File: config.mk
export PLATFORM = sky130hd
export DESIGN_NAME = e2e_window_state_machine_unit
export DESIGN_NICKNAME = d
export VERILOG_FILES = /design/src/sv/e2ews_pkg.sv /design/src/sv/e2ews_ring.sv /design/src/sv/e2e_window_state_machine_unit.sv
export SDC_FILE = /design/constraint.sdc
export NUM_CORES = 1
export LEC_CHECK = 0
export BUFFER_PORTS_ARGS = -buffer_cell sky130_fd_sc_hd__buf_2
export CORE_MARGIN = 3
export CORE_UTILIZATION = 47
export DETAILED_ROUTE_END_ITERATION = 10
export PLACE_DENSITY = 0.68
export SYNTH_ARGS = -nofsm -noshare
export SYNTH_HDL_FRONTEND = slang
export SYNTH_SLANG_ARGS = --single-unit
File: constraint.sdc
create_clock -name clk -period 5.8 [get_ports clk]
set_input_delay 0.29 -clock clk [delete_from_list [all_inputs] [get_ports clk]]
set_output_delay 0.29 -clock clk [all_outputs]
set_load 0.005 [all_outputs]
File: src/sv/e2ews_pkg.sv
// e2ews_pkg: shared constants and types for the e2e window state machine
// status codes, window defaults and the ring memory command word
// no dependencies
`default_nettype none

package e2ews_pkg;

	// default ring depth
	localparam int MAX_WINDOW = 16;

	// width of window sizes, ring top and tallies
	localparam int TOP_W = 5;

	typedef logic [2:0] status_t;

	// profile status codes
	localparam status_t ST_OK       = 3'd0;
	localparam status_t ST_ERROR    = 3'd3;
	localparam status_t ST_NOTAVAIL = 3'd4;
	localparam status_t ST_NONEW    = 3'd5;

	// command word from the control logic to the ring memory
	typedef struct packed {
		logic             we;
		logic [TOP_W-1:0] waddr;
		status_t          wdata;
		logic [TOP_W-1:0] raddr;
		logic             clr;
		logic [TOP_W-1:0] clr_cnt;
	} ring_cmd_t;

endpackage

`default_nettype wire

File: src/sv/e2ews_ring.sv
// e2ews_ring: status ring memory with per-entry valid bits
// unwritten or cleared entries read as not-available; read data registered
// depends on e2ews_pkg
`default_nettype none

module e2ews_ring #(
	parameter int MAX_WINDOW = e2ews_pkg::MAX_WINDOW
) (
	input  wire                  clk,
	input  wire                  arst_n,
	input  e2ews_pkg::ring_cmd_t cmd,
	output e2ews_pkg::status_t   rdata
);

	localparam int IDX_W = $clog2(MAX_WINDOW);
	localparam int CW = ((IDX_W > e2ews_pkg::TOP_W) ? IDX_W : e2ews_pkg::TOP_W) + 1;

	e2ews_pkg::status_t mem [MAX_WINDOW];
	logic [MAX_WINDOW-1:0] valid_q;
	e2ews_pkg::status_t rd_s1;
	logic rd_valid_s1;

	logic [CW-1:0] waddr_x;
	logic [CW-1:0] raddr_x;
	logic [IDX_W-1:0] widx;
	logic [IDX_W-1:0] ridx;
	logic w_in;

	// address mapping into the ring
	assign waddr_x = CW'(cmd.waddr);
	assign raddr_x = CW'(cmd.raddr);
	assign widx = waddr_x[IDX_W-1:0];
	assign ridx = raddr_x[IDX_W-1:0];
	assign w_in = cmd.we && (waddr_x < CW'(MAX_WINDOW));

	// storage write and registered read
	always_ff @(posedge clk) begin
		if (w_in) begin
			mem[widx] <= cmd.wdata;
		end
		rd_s1 <= mem[ridx];
	end

	// valid bits: clear sweeps a prefix at once, write marks one entry
	always_ff @(posedge clk or negedge arst_n) begin
		if (!arst_n) begin
			valid_q <= '0;
			rd_valid_s1 <= 1'b0;
		end else begin
			for (int i = 0; i < MAX_WINDOW; i++) begin
				if (cmd.clr && (CW'(i) < CW'(cmd.clr_cnt))) begin
					valid_q[i] <= 1'b0;
				end else if (w_in && (widx == IDX_W'(i))) begin
					valid_q[i] <= 1'b1;
				end
			end
			rd_valid_s1 <= valid_q[ridx];
		end
	end

	// entries never written read as not available
	assign rdata = rd_valid_s1 ? rd_s1 : e2ews_pkg::ST_NOTAVAIL;

endmodule

`default_nettype wire

File: src/sv/e2e_window_state_machine_unit.sv
// e2e_window_state_machine_unit: top level of the e2e window state machine
// control sequencer, config registers and output register; ring in e2ews_ring
// depends on e2ews_pkg and e2ews_ring
//
// channel   dir  handshake          payload
// s_*       in   s_tvalid/s_tready  s_tuser = action, s_tdata = profile_status
// m_*       out  m_tvalid/m_tready  m_tdata = return_code, state, ok, error totals
// cfg_*     in   cfg_we             cfg_addr = register index, cfg_wdata = value
//
// one word at a time: a check that recounts scans the window through the single ring read port,
// one entry per cycle, then drains the last read and decides
// init actions, rejected statuses, deinit checks and plain nodata checks skip the recount,
// a nodata check with extended transit to invalid skips it too and takes one decide step
// a new word is taken while the previous result waits in the output register
// m_tready low holds the finished result and stalls the sequencer before output
// arst_n puts the machine in deinit with an all not-available ring at once
`default_nettype none

module e2e_window_state_machine_unit #(
	parameter int MAX_WINDOW = e2ews_pkg::MAX_WINDOW
) (
	input  wire        clk,
	input  wire        arst_n,
	input  wire        s_tvalid,
	output logic       s_tready,
	input  wire  [7:0] s_tdata,   // [2:0] profile_status, [7:3] zero
	input  wire        s_tuser,   // [0] action
	output logic       m_tvalid,
	input  wire        m_tready,
	output logic [15:0] m_tdata,  // [1:0] return_code, [4:2] machine_state,
	                              // [9:5] ok_total, [14:10] error_total, [15] zero
	input  wire        cfg_we,
	input  wire  [2:0] cfg_addr,
	input  wire  [9:0] cfg_wdata
);

	localparam int TW = e2ews_pkg::TOP_W;
	localparam logic [TW-1:0] MAX_SZ =
		(MAX_WINDOW >= 2**TW) ? {TW{1'b1}} : TW'(MAX_WINDOW);

	typedef enum logic [2:0] {
		MODE_VALID   = 3'd0,
		MODE_DEINIT  = 3'd1,
		MODE_NODATA  = 3'd2,
		MODE_INIT    = 3'd3,
		MODE_INVALID = 3'd4
	} mode_t;

	typedef enum logic [1:0] {
		RC_OK        = 2'd0,
		RC_WRONG_IN  = 2'd1,
		RC_WRONG_ST  = 2'd2
	} rc_t;

	typedef enum logic [2:0] {
		REG_WIN_INIT   = 3'd0,
		REG_WIN_VALID  = 3'd1,
		REG_WIN_INV    = 3'd2,
		REG_LIM_INIT   = 3'd3,
		REG_LIM_VALID  = 3'd4,
		REG_LIM_INV    = 3'd5,
		REG_CLR_INV    = 3'd6,
		REG_EXT_INV    = 3'd7
	} cfg_reg_t;

	typedef enum logic [2:0] {
		S_IDLE,
		S_STEP,
		S_RECOUNT,
		S_DRAIN,
		S_DECIDE,
		S_DONE
	} fsm_t;

	typedef struct packed {
		mode_t         nmode;
		logic          clr;
		logic [TW-1:0] clr_cnt;
		logic          clr_all;
	} decide_t;

	// configuration registers
	logic [TW-1:0] win_init_q, win_valid_q, win_inv_q;
	logic [9:0] lim_init_q, lim_valid_q, lim_inv_q;
	logic clr_inv_q, ext_inv_q;

	// machine state
	fsm_t state_q;
	mode_t mode_q;
	logic [TW-1:0] top_q, ok_q, err_q;
	logic [TW-1:0] idx_q, acc_ok_q, acc_err_q;
	logic rd_v_s1;
	logic act_q;
	e2ews_pkg::status_t st_q;
	rc_t rc_q;

	e2ews_pkg::ring_cmd_t cmd;
	e2ews_pkg::status_t rdata;

	logic [TW-1:0] ev, ei, eiv, szm, szf, ok_n, err_n;
	logic [TW-1:0] maxe_i, mino_i, maxe_v, mino_v, maxe_iv, mino_iv;
	logic out_init, pass_i, pass_iv, fail_v, slack_low, counts_st;
	logic do_write, quick_nodata;
	logic [TW:0] slack;
	decide_t dec;

	function automatic logic [TW-1:0] eff(input logic [TW-1:0] raw);
		logic [TW-1:0] r;
		if (raw == '0) begin
			r = TW'(1);
		end else if (raw > MAX_SZ) begin
			r = MAX_SZ;
		end else begin
			r = raw;
		end
		return r;
	endfunction

	// configuration write port
	always_ff @(posedge clk or negedge arst_n) begin
		if (!arst_n) begin
			win_init_q <= TW'(1);
			win_valid_q <= TW'(1);
			win_inv_q <= TW'(1);
			lim_init_q <= 10'd32;
			lim_valid_q <= 10'd32;
			lim_inv_q <= 10'd32;
			clr_inv_q <= 1'b0;
			ext_inv_q <= 1'b0;
		end else if (cfg_we) begin
			case (cfg_reg_t'(cfg_addr))
				REG_WIN_INIT:  win_init_q <= cfg_wdata[TW-1:0];
				REG_WIN_VALID: win_valid_q <= cfg_wdata[TW-1:0];
				REG_WIN_INV:   win_inv_q <= cfg_wdata[TW-1:0];
				REG_LIM_INIT:  lim_init_q <= cfg_wdata;
				REG_LIM_VALID: lim_valid_q <= cfg_wdata;
				REG_LIM_INV:   lim_inv_q <= cfg_wdata;
				REG_CLR_INV:   clr_inv_q <= cfg_wdata[0];
				REG_EXT_INV:   ext_inv_q <= cfg_wdata[0];
				default: ;
			endcase
		end
	end

	// effective window sizes and thresholds
	assign ev = eff(win_valid_q);
	assign ei = eff(win_init_q);
	assign eiv = eff(win_inv_q);
	assign maxe_i = lim_init_q[4:0];
	assign mino_i = lim_init_q[9:5];
	assign maxe_v = lim_valid_q[4:0];
	assign mino_v = lim_valid_q[9:5];
	assign maxe_iv = lim_inv_q[4:0];
	assign mino_iv = lim_inv_q[9:5];

	// window of the current mode, nodata counted as valid or as invalid
	always_comb begin
		case (mode_q)
			MODE_VALID:  begin szm = ev;  szf = ev;  end
			MODE_NODATA: begin szm = ev;  szf = eiv; end
			MODE_INIT:   begin szm = ei;  szf = ei;  end
			default:     begin szm = eiv; szf = eiv; end
		endcase
	end

	// tallies after the step; nodata keeps the old ones
	assign ok_n = (mode_q == MODE_NODATA) ? ok_q : acc_ok_q;
	assign err_n = (mode_q == MODE_NODATA) ? err_q : acc_err_q;

	// transition conditions, evaluated with the advanced ring top
	assign out_init = (top_q == '0) || (top_q >= ei);
	assign pass_i = (err_n <= maxe_i) && (ok_n >= mino_i);
	assign pass_iv = (err_n <= maxe_iv) && (ok_n >= mino_iv);
	assign fail_v = (err_n > maxe_v) || (ok_n < mino_v);
	assign slack = {1'b0, ok_n} + ({1'b0, ei} - {1'b0, top_q});
	assign slack_low = slack < {1'b0, mino_i};
	assign counts_st = (st_q != e2ews_pkg::ST_ERROR) && (st_q != e2ews_pkg::ST_NONEW);

	// next mode and window clearing
	always_comb begin
		logic go_inv, go_valid;
		go_inv = 1'b0;
		go_valid = 1'b0;
		dec = '{nmode: mode_q, clr: 1'b0, clr_cnt: '0, clr_all: 1'b0};
		case (mode_q)
			MODE_NODATA: begin
				if (out_init) begin
					go_inv = 1'b1;
				end else if (counts_st) begin
					dec.nmode = MODE_INIT;
				end
			end
			MODE_INIT: begin
				if (pass_i) begin
					go_valid = 1'b1;
				end else if ((err_n > maxe_i) || (ext_inv_q && (out_init || slack_low))) begin
					go_inv = 1'b1;
				end
			end
			MODE_VALID: begin
				if (fail_v) begin
					dec.nmode = MODE_INVALID;
					if (clr_inv_q) begin
						dec.clr = 1'b1;
						dec.clr_cnt = szf;
						dec.clr_all = 1'b1;
					end
				end
			end
			MODE_INVALID: begin
				if (pass_iv) begin
					go_valid = 1'b1;
				end
			end
			default: ;
		endcase
		if (go_inv) begin
			dec.nmode = MODE_INVALID;
			if (clr_inv_q) begin
				dec.clr = 1'b1;
				dec.clr_cnt = szf;
				dec.clr_all = 1'b1;
			end else if (szm < eiv) begin
				dec.clr = 1'b1;
				dec.clr_cnt = szm - TW'(1);
			end
		end
		if (go_valid) begin
			dec.nmode = MODE_VALID;
			if (szm < ev) begin
				dec.clr = 1'b1;
				dec.clr_cnt = szm - TW'(1);
			end
		end
	end

	// which step kind the held word is
	assign quick_nodata = (mode_q == MODE_NODATA) && !ext_inv_q;
	assign do_write = (state_q == S_STEP) && !act_q && (st_q <= e2ews_pkg::ST_NONEW)
		&& (mode_q != MODE_DEINIT) && !quick_nodata;

	// ring commands
	always_comb begin
		cmd.we = do_write;
		cmd.waddr = top_q;
		cmd.wdata = st_q;
		cmd.raddr = idx_q;
		cmd.clr = 1'b0;
		cmd.clr_cnt = szf;
		if ((state_q == S_STEP) && act_q) begin
			cmd.clr = 1'b1;
		end else if (state_q == S_DECIDE) begin
			cmd.clr = dec.clr;
			cmd.clr_cnt = dec.clr_cnt;
		end
	end

	e2ews_ring #(
		.MAX_WINDOW(MAX_WINDOW)
	) u_ring (
		.clk(clk),
		.arst_n(arst_n),
		.cmd(cmd),
		.rdata(rdata)
	);

	assign s_tready = (state_q == S_IDLE);

	// sequencer, machine state and output register
	always_ff @(posedge clk or negedge arst_n) begin
		if (!arst_n) begin
			state_q <= S_IDLE;
			mode_q <= MODE_DEINIT;
			top_q <= '0;
			ok_q <= '0;
			err_q <= '0;
			idx_q <= '0;
			acc_ok_q <= '0;
			acc_err_q <= '0;
			rd_v_s1 <= 1'b0;
			act_q <= 1'b0;
			st_q <= e2ews_pkg::ST_OK;
			rc_q <= RC_OK;
			m_tvalid <= 1'b0;
			m_tdata <= '0;
		end else begin
			rd_v_s1 <= (state_q == S_RECOUNT);
			// the done step reloads the output itself
			if (m_tvalid && m_tready && (state_q != S_DONE)) begin
				m_tvalid <= 1'b0;
			end
			// tally the word read in the previous cycle
			if (rd_v_s1) begin
				if (rdata == e2ews_pkg::ST_OK) begin
					acc_ok_q <= acc_ok_q + TW'(1);
				end
				if (rdata == e2ews_pkg::ST_ERROR) begin
					acc_err_q <= acc_err_q + TW'(1);
				end
			end
			case (state_q)
				S_IDLE: begin
					if (s_tvalid) begin
						act_q <= s_tuser;
						st_q <= s_tdata[2:0];
						state_q <= S_STEP;
					end
				end
				S_STEP: begin
					idx_q <= '0;
					acc_ok_q <= '0;
					acc_err_q <= '0;
					if (act_q) begin
						rc_q <= RC_OK;
						top_q <= '0;
						ok_q <= '0;
						err_q <= '0;
						mode_q <= MODE_NODATA;
						state_q <= S_DONE;
					end else if (st_q > e2ews_pkg::ST_NONEW) begin
						rc_q <= RC_WRONG_IN;
						state_q <= S_DONE;
					end else if (mode_q == MODE_DEINIT) begin
						rc_q <= RC_WRONG_ST;
						state_q <= S_DONE;
					end else if (quick_nodata) begin
						rc_q <= RC_OK;
						if (counts_st) begin
							mode_q <= MODE_INIT;
						end
						state_q <= S_DONE;
					end else begin
						rc_q <= RC_OK;
						// status written this cycle; advance the ring top
						if (top_q >= szm - TW'(1)) begin
							top_q <= '0;
						end else begin
							top_q <= top_q + TW'(1);
						end
						state_q <= (mode_q == MODE_NODATA) ? S_DECIDE : S_RECOUNT;
					end
				end
				S_RECOUNT: begin
					if (idx_q == szm - TW'(1)) begin
						state_q <= S_DRAIN;
					end else begin
						idx_q <= idx_q + TW'(1);
					end
				end
				S_DRAIN: begin
					state_q <= S_DECIDE;
				end
				S_DECIDE: begin
					mode_q <= dec.nmode;
					ok_q <= dec.clr_all ? '0 : ok_n;
					err_q <= dec.clr_all ? '0 : err_n;
					if (dec.clr_all) begin
						top_q <= '0;
					end
					state_q <= S_DONE;
				end
				S_DONE: begin
					if (!m_tvalid || m_tready) begin
						m_tvalid <= 1'b1;
						m_tdata <= {1'b0, err_q, ok_q, mode_q, rc_q};
						state_q <= S_IDLE;
					end
				end
				default: state_q <= S_IDLE;
			endcase
		end
	end

	// a taken word keeps the input closed on the next cycle
	a_busy_after_accept: assert property (@(posedge clk) disable iff (!arst_n)
		s_tvalid && s_tready |=> !s_tready)
		else $error("input ready right after an accepted word");

	// the ring is never written in deinit
	a_no_write_deinit: assert property (@(posedge clk) disable iff (!arst_n)
		cmd.we |-> mode_q != MODE_DEINIT)
		else $error("ring write in deinit mode");

	// tallies never exceed the largest window
	a_tally_bound: assert property (@(posedge clk) disable iff (!arst_n)
		({1'b0, ok_q} + {1'b0, err_q}) <= {1'b0, MAX_SZ})
		else $error("tallies exceed window");

	// ring top stays inside the ring
	a_top_bound: assert property (@(posedge clk) disable iff (!arst_n)
		top_q < MAX_SZ)
		else $error("ring top out of range");

	// a result is loaded only from the done step
	a_out_from_done: assert property (@(posedge clk) disable iff (!arst_n)
		$rose(m_tvalid) |-> $past(state_q) == S_DONE)
		else $error("result raised outside done step");

endmodule

`default_nettype wire

## Word level (Yosys, flattened, before mapping)

Memory sizes are Yosys's and may differ from the RTL's. A register that Yosys moved wholly into a read port is not among the register bits.
Index checks and enable logic that the tools add are counted.

- Muxes and demuxes: 109
- $lt $le $gt $ge: 35
- Add/subtract/negate cells: 7
- Equality and inequality tests: 50
- Reductions and logical operators: 102

Operators by type and width:

| kind | number |
|---|---|
| $mux W5 | 25 |
| $pmux W5 S2 | 6 |
| $logic_and A1 B1 Y1 | 45 |
| $mux W1 | 45 |
| $mux W3 | 15 |
| $reduce_bool A2 Y1 | 21 |
| $lt A4 B5 Y1 const A | 8 |
| $eq A4 B4 Y1 const B | 8 |
| $reduce_and A2 Y1 | 14 |
| $mux W6 | 4 |
| $eq A3 B2 Y1 const B | 7 |
| $eq A3 B3 Y1 const B | 7 |
| $add A5 B1 Y5 const B | 4 |
| $ge A5 B5 Y1 | 4 |
| $logic_not A5 Y1 | 4 |
| $lt A3 B5 Y1 const A | 4 |
| $mux W10 | 2 |
| $ne A3 B3 Y1 const B | 6 |
| $pmux W3 S6 | 1 |
| $eq A4 B3 Y1 const B | 4 |
| $gt A5 B5 Y1 const B | 3 |
| $lt A5 B5 Y1 | 3 |
| $mux W7 | 2 |
| $logic_not A3 Y1 | 4 |
| other kinds (34) | 57 |

- Bits in registers: 123
- Bits of input ports: 27
- Output and inout port bits: 18
- Logic and storage cells: 343
- Memories: 1
- Memory bits (writable): 48

Memories:

| name | words | bits a word | rd ports | clocked after memory_dff | wr ports | RTL line | RTL |
|---|---|---|---|---|---|---|---|
| u_ring.mem | 16 | 3 | 1 | 1 | 1 | e2ews_ring.sv:18 | `e2ews_pkg::status_t mem [MAX_WINDOW];` |

## Depth between registers and ports, before layout

- Word-level depth: 20
- Gate-level depth with buffers: 23
- Gate-level depth less buffers: 20

## Cells and area by module

From an unflattened synthesis, not the netlist that was laid out.

- Cell total of the unflattened synthesis: 855
- Area, all modules: 9823.2 um^2

Modules (own cells, without submodules):

| module | sequential area each (um^2) | area an instance (um^2) | cells each | instances |
|---|---|---|---|---|
| e2e_window_state_machine_unit | 2661.3 | 6897.9 | 679 | 1 |
| e2ews_ring | 1926.8 | 2925.3 | 176 | 1 |

## Worst setup path before layout

Ideal clock, no wire load.

- Path type: flip-flop to flip-flop
- Start point: register mode_q[2]
- End point: register u_ring.valid_q[4]
- Buffers on the path: 3
- Required time: 5.679 ns
- Cell stages (with the launch flop): 23
- Period minus slack after synthesis: 4.819 ns
- Path slack: 0.981 ns
- Arrival: 4.698 ns
- Library setup time: 0.121 ns
- Cells stage by stage: dfrtp_1 -> buf_6 -> nor2_1 -> and2_1 -> clkbuf_1 -> nand2_1 -> nand2_1 -> fa_1 -> ha_1 -> a21o_1 -> a21oi_1 -> xnor2_1 -> ha_1 -> o21a_1 -> o21ai_0 -> a21oi_1 -> o41ai_1 -> a211oi_2 -> or3_1 -> a22o_1 -> buf_6 -> o211a_1 -> o22a_1

- Cells in the longest elaborated chain, start to end: 18
- Elaborated cells between the ends (all ways): 55
- Classes of those cells: add/sub: 2; order compare: 11; eq/ne: 4; mux: 22; reduce/logical: 16

RTL lines:

| what | RTL line | RTL |
|---|---|---|
| start: declaration | e2e_window_state_machine_unit.sv:89 | `mode_t mode_q;` |
| start signal: assignment | e2e_window_state_machine_unit.sv:354 | `mode_q <= dec.nmode;` |
| $eq A3 B2 Y1 | n/a |  |
| $mux W5 | e2e_window_state_machine_unit.sv:167 | `assign ok_n = (mode_q == MODE_NODATA) ? ok_q : acc_ok_q;` |
| $add A5 B6 Y6 | e2e_window_state_machine_unit.sv:175 | `assign slack = {1'b0, ok_n} + ({1'b0, ei} - {1'b0, top_q});` |
| $lt A6 B5 Y1 | e2e_window_state_machine_unit.sv:176 | `assign slack_low = slack < {1'b0, mino_i};` |
| $logic_or A1 B1 Y1 | e2e_window_state_machine_unit.sv:196 | `end else if ((err_n > maxe_i) \|\| (ext_inv_q && (out_init \|\| slack_low))) begin` |
| $logic_and A1 B1 Y1 | e2e_window_state_machine_unit.sv:196 |  |
| $logic_or A1 B1 Y1 | e2e_window_state_machine_unit.sv:196 |  |
| $mux W1 | e2e_window_state_machine_unit.sv:196 |  |
| [... 2 more ...] | n/a |  |
| $mux W10 | e2e_window_state_machine_unit.sv:217 | `if (go_inv) begin` |
| $mux W6 | e2e_window_state_machine_unit.sv:230 | `if (szm < ev) begin` |
| $mux W9 | e2e_window_state_machine_unit.sv:228 | `if (go_valid) begin` |
| $mux W6 | e2e_window_state_machine_unit.sv:252 | `end else if (state_q == S_DECIDE) begin` |
| $mux W5 | e2e_window_state_machine_unit.sv:250 | `if ((state_q == S_STEP) && act_q) begin` |
| $lt A3 B5 Y1 | e2ews_ring.sv:51 | `if (cmd.clr && (CW'(i) < CW'(cmd.clr_cnt))) begin` |
| $logic_and A1 B1 Y1 | e2ews_ring.sv:51 |  |
| $mux W1 / $reduce_bool A2 Y1 (equally long branches) | n/a |  |
| end signal: assignment | e2ews_ring.sv:47 | `valid_q <= '0;` |
| end signal: indexed assignment | e2ews_ring.sv:52 | `valid_q[i] <= 1'b0;` |
| end signal: indexed assignment | e2ews_ring.sv:54 | `valid_q[i] <= 1'b1;` |
| end: declaration | e2ews_ring.sv:19 | `logic [MAX_WINDOW-1:0] valid_q;` |

Parallel ways exist; a longest one is shown, timed or not. The select of a mux whose other input is x is not followed.
A chain may end at the register's enable or synchronous reset.

## Final worst setup path

- Start point: register mode_q[2]
- End point: register mode_q[2]

- Cells in the longest elaborated chain, start to end: 13
- Elaborated cells between the ends (all ways): 45
- Classes of those cells: add/sub: 1; order compare: 8; eq/ne: 9; mux: 18; reduce/logical: 9

RTL lines:

| what | RTL line | RTL |
|---|---|---|
| $eq A3 B2 Y1 | n/a |  |
| $mux W5 | e2e_window_state_machine_unit.sv:167 |  |
| $add A5 B6 Y6 | e2e_window_state_machine_unit.sv:175 |  |
| $lt A6 B5 Y1 | e2e_window_state_machine_unit.sv:176 |  |
| $logic_or A1 B1 Y1 | e2e_window_state_machine_unit.sv:196 |  |
| $logic_and A1 B1 Y1 | e2e_window_state_machine_unit.sv:196 |  |
| $logic_or A1 B1 Y1 | e2e_window_state_machine_unit.sv:196 |  |
| $mux W1 | e2e_window_state_machine_unit.sv:196 |  |
| $mux W1 | e2e_window_state_machine_unit.sv:194 | `if (pass_i) begin` |
| $pmux W1 S2 | e2e_window_state_machine_unit.sv:185 | `case (mode_q)` |
| $mux W10 | e2e_window_state_machine_unit.sv:217 |  |
| $mux W9 | e2e_window_state_machine_unit.sv:228 |  |
| $pmux W3 S2 | e2e_window_state_machine_unit.sv:301 | `case (state_q)` |

Parallel ways exist; a longest one is shown, timed or not. The select of a mux whose other input is x is not followed.

==> metrics.cfg <==
[synthesis]
synthSimpleGateAreaFrac = 0.112
synth_nets = 959
synth_cells = 859
synth-compound-area-share = 0.140
netlist_area_sq_um = 9630
synth-seq-cells = 174
synth_area_leader_cell = dfrtp_1
seq_area_frac_synth = 0.476
synth.most_common_cell = dfrtp_1
syn_area_per_cell_sq_um = 11.2
synth_top_family_by_area = compound AO/OA/AOI/OAI gates
ys_types = 80
synth_common_cells = dfrtp_1, nand2_1, ha_1
synthMuxAreaShare = 0.117
netlist.area_leader.share = 0.301
synth_fa_ha_area_frac = 0.0987
synth_xor_area_frac = 0.0173
synth_area_leaders = dfrtp_1, edfxtp_1, ha_1, mux2_2, mux4_2
synthFlopType = dfrtp_1
synth_edf_count = 48
yosys_warnings = 0
async_reset_ff_frac = 0.707

[placed_design]
dp_cells = 1141
gp_congestion = 0.897
post-place-ws_ns = 0.756
place_area_sq_um = 10100
dpl.hpwl_um = 15800
portBuffers = 38

[finish]
multiInputGateArea_sq_um = 4680
antenna_cells = 0
final_cells = 1174
register_area_sq_um = 4590
n_fill_cell = 1678
final_nets = 996
drive_gt1_frac = 0.200
area_growth_pct = 11.0
final_cell_area_sq_um = 10700

[cts]
clkTransAtPathRegs_ns = 0.07
cts-root-buf = clkbuf_16
clk_latency_ns = 0.43
cts_tree = yes
cts.sinks = 174
postCtsSetupRepairBufs = 0
clk_path_buf_depth = 2
numCtsBuffers = 17
cts_max_level = 4

[timing]
layout_min_cycle_time_ns = 5.08
fin_crit_sh = 0.876
max-slew-margin-rel = 0.353
rsz0062_at_grt = no
holdWs_ns = 0.0906
drv_slew = 0
report.final.setup_viol = 0
tightest_slew_ns = 0.970
fmax_mhz = 197
finClkSkew_ns = 0.00877
setup_tns_ns = 0
layout_setup_ws_ns = 0.720
final-hold-violation-count = 0

[worst_hold_path]
min-delay-start = s_tdata[0]
min_path_type = primary input to flip-flop

[critical_path]
worst-path-max-fanout = 12
path_class = flip-flop to flip-flop
required_ns = 6.11
cp-start-kind = flip-flop
startpoint = mode_q[2]
cp.arrival_ns = 5.39
reg2reg_from = mode_q[2]
cp-end-kind = flip-flop

[pwr]
combPwrFrac = 0.442
pwr-share-seq = 0.333
p_sw_w = 0.00206
powerDensity_nw_per_um2 = 473
vdd_drop_max_uv = 325
switching_share = 0.408
p_int_w = 0.00299
pwr-share-clk = 0.226
p_leak_nw = 4.78

[global_routing]
overflow = 0
grt_antenna_before_repair = 0
grt_pass1_wl_um = 35500
grt_pass1_vias = 6531
track_usage = 0.203
grt_max_degree = 78

[route]
dr.first_iter.drc_count = 420
first_pass_iters = 5
finalWirelength_um = 21900
vias = 6707
post_drt_via_cell_ratio = 5.71
drc = 0
drtAntennaViolNets = 0
avgRoutedWirePerCell_um = 18.6

[floorplan]
ios = 45
die_x_um = 149
core_sq_um = 19800
die_y_um = 149
fp.dieArea_sq_um = 22300
start_util = 0.487
placementRows = 51

[run_status]
outcome = completed

[flow_run]
cap_viol_max_count = 0

[timing repair]
action / 4_1_cts / 5_1_grt
gates resized for setup: 0 / 0
endpoints found under the hold margin: 43 / 0
hold buffers: 1 / 0
[cell families (layout without fill, tap and decap cells)]
kind of cell	after synthesis	after routing
XOR/XNOR	19	19
adder cells (fa/ha/maj)	73	73
flip-flops	174	174
multiplexers	81	81
AND/OR/NAND/NOR	232	232
other	1	1
AO/OA/AOI/OAI	188	188
buffers and inverters	91	141
[critical path, cell delays in order, from the launching register on]
cell	delay (ns)
dfrtp_1	0.41
or3b_4	0.51
nand2_1	0.10
nand2_1	0.11
fa_1	0.48
ha_1	0.31
a21o_1	0.21
a21oi_1	0.18
xnor2_1	0.14
ha_1	0.25
o21a_1	0.10
o21ai_0	0.14
a21oi_1	0.06
o41ai_1	0.46
a211oi_2	0.26
o2bb2ai_1	0.18
a222oi_1	0.69
o21ai_1	0.15
a22o_1	0.22
[placed cells by master (no fill, tap or decap), types with 4 or more instances in the layout]
master     instances
o21ai_1            6
nand2_1           89
nand2b_1          13
a31oi_1            7
buf_2             37
ha_1              68
a32o_1             8
and3_1             5
o31ai_1            8
clkbuf_16         17
o211ai_1           4
o21ai_0           42
mux2_2            54
a22o_1             5
a21o_1            10
nor3_1            18
dfstp_2            7
nand4_1           13
mux4_2            20
buf_4             13
o22ai_1            7
inv_1             56
edfxtp_1          48
o21a_1             6
fa_1               5
nand3_1            8
mux2i_1            7
a21oi_1           32
xor2_1            12
a22oi_1            6
nor2b_1            8
o22a_1             5
xnor2_1            7
o211a_1            4
dfrtp_1          116
nor2_1            56
[per-layer routing]
layer / global-route usage / wire length, um
met1: 0.305 / 10600
met2: 0.307 / 9920
met3: 0.0346 / 1060
met4: 0.0577 / 339
met5: 0 / 0
[registers in the layout, summed over array words and instances, names as in the netlist, 10 cells and up]
name	cells
u_ring.mem	48
u_ring.valid_q	16
m_tdata	15
lim_init_q	10
lim_inv_q	10
lim_valid_q	10
[through the flow]
| step | total power (W) | utilization |
|---|---|---|
| after floorplan | 0.00335 | - |
| after global placement | 0.00385 | 0.511 |
| after detailed placement | 0.00390 | 0.511 |
| after CTS | 0.00506 | 0.541 |
| after global routing | 0.00541 | 0.541 |
| final | 0.00506 | 0.541 |
[final timing paths]
path,slack (ns),endpoint,depth (start not counted)
max,0.72,mode_q[2],18
max in group asynchronous,3.99,idx_q[3],3
max reg2reg,0.72,mode_q[2],18
min in group asynchronous,0.41,lim_inv_q[2],2
min reg2reg,0.50,idx_q[4],1
min,0.09,st_q[0],2
[cell type report]
cell class,count,area share
clock inverters,13,0.0143
clock buffers,19,0.0405
multi-input cells,594,0.438
inverters,58,0.0204
repair buffers,51,0.0274
flip-flops and latches,174,0.429
well taps,265,0.0310
[power by group through the flow]
stage,registers (W),clock network (W),logic [W]
2_1_floorplan,0.00161,0,0.00174
3_3_place_gp,0.00170,0,0.00215
3_5_place_dp,0.00171,0,0.00219
4_1_cts,0.00168,0.00116,0.00222
5_1_grt,0.00171,0.00122,0.00248
6_report,0.00168,0.00114,0.00223
Note: power is estimated with default switching activity, not from simulation.
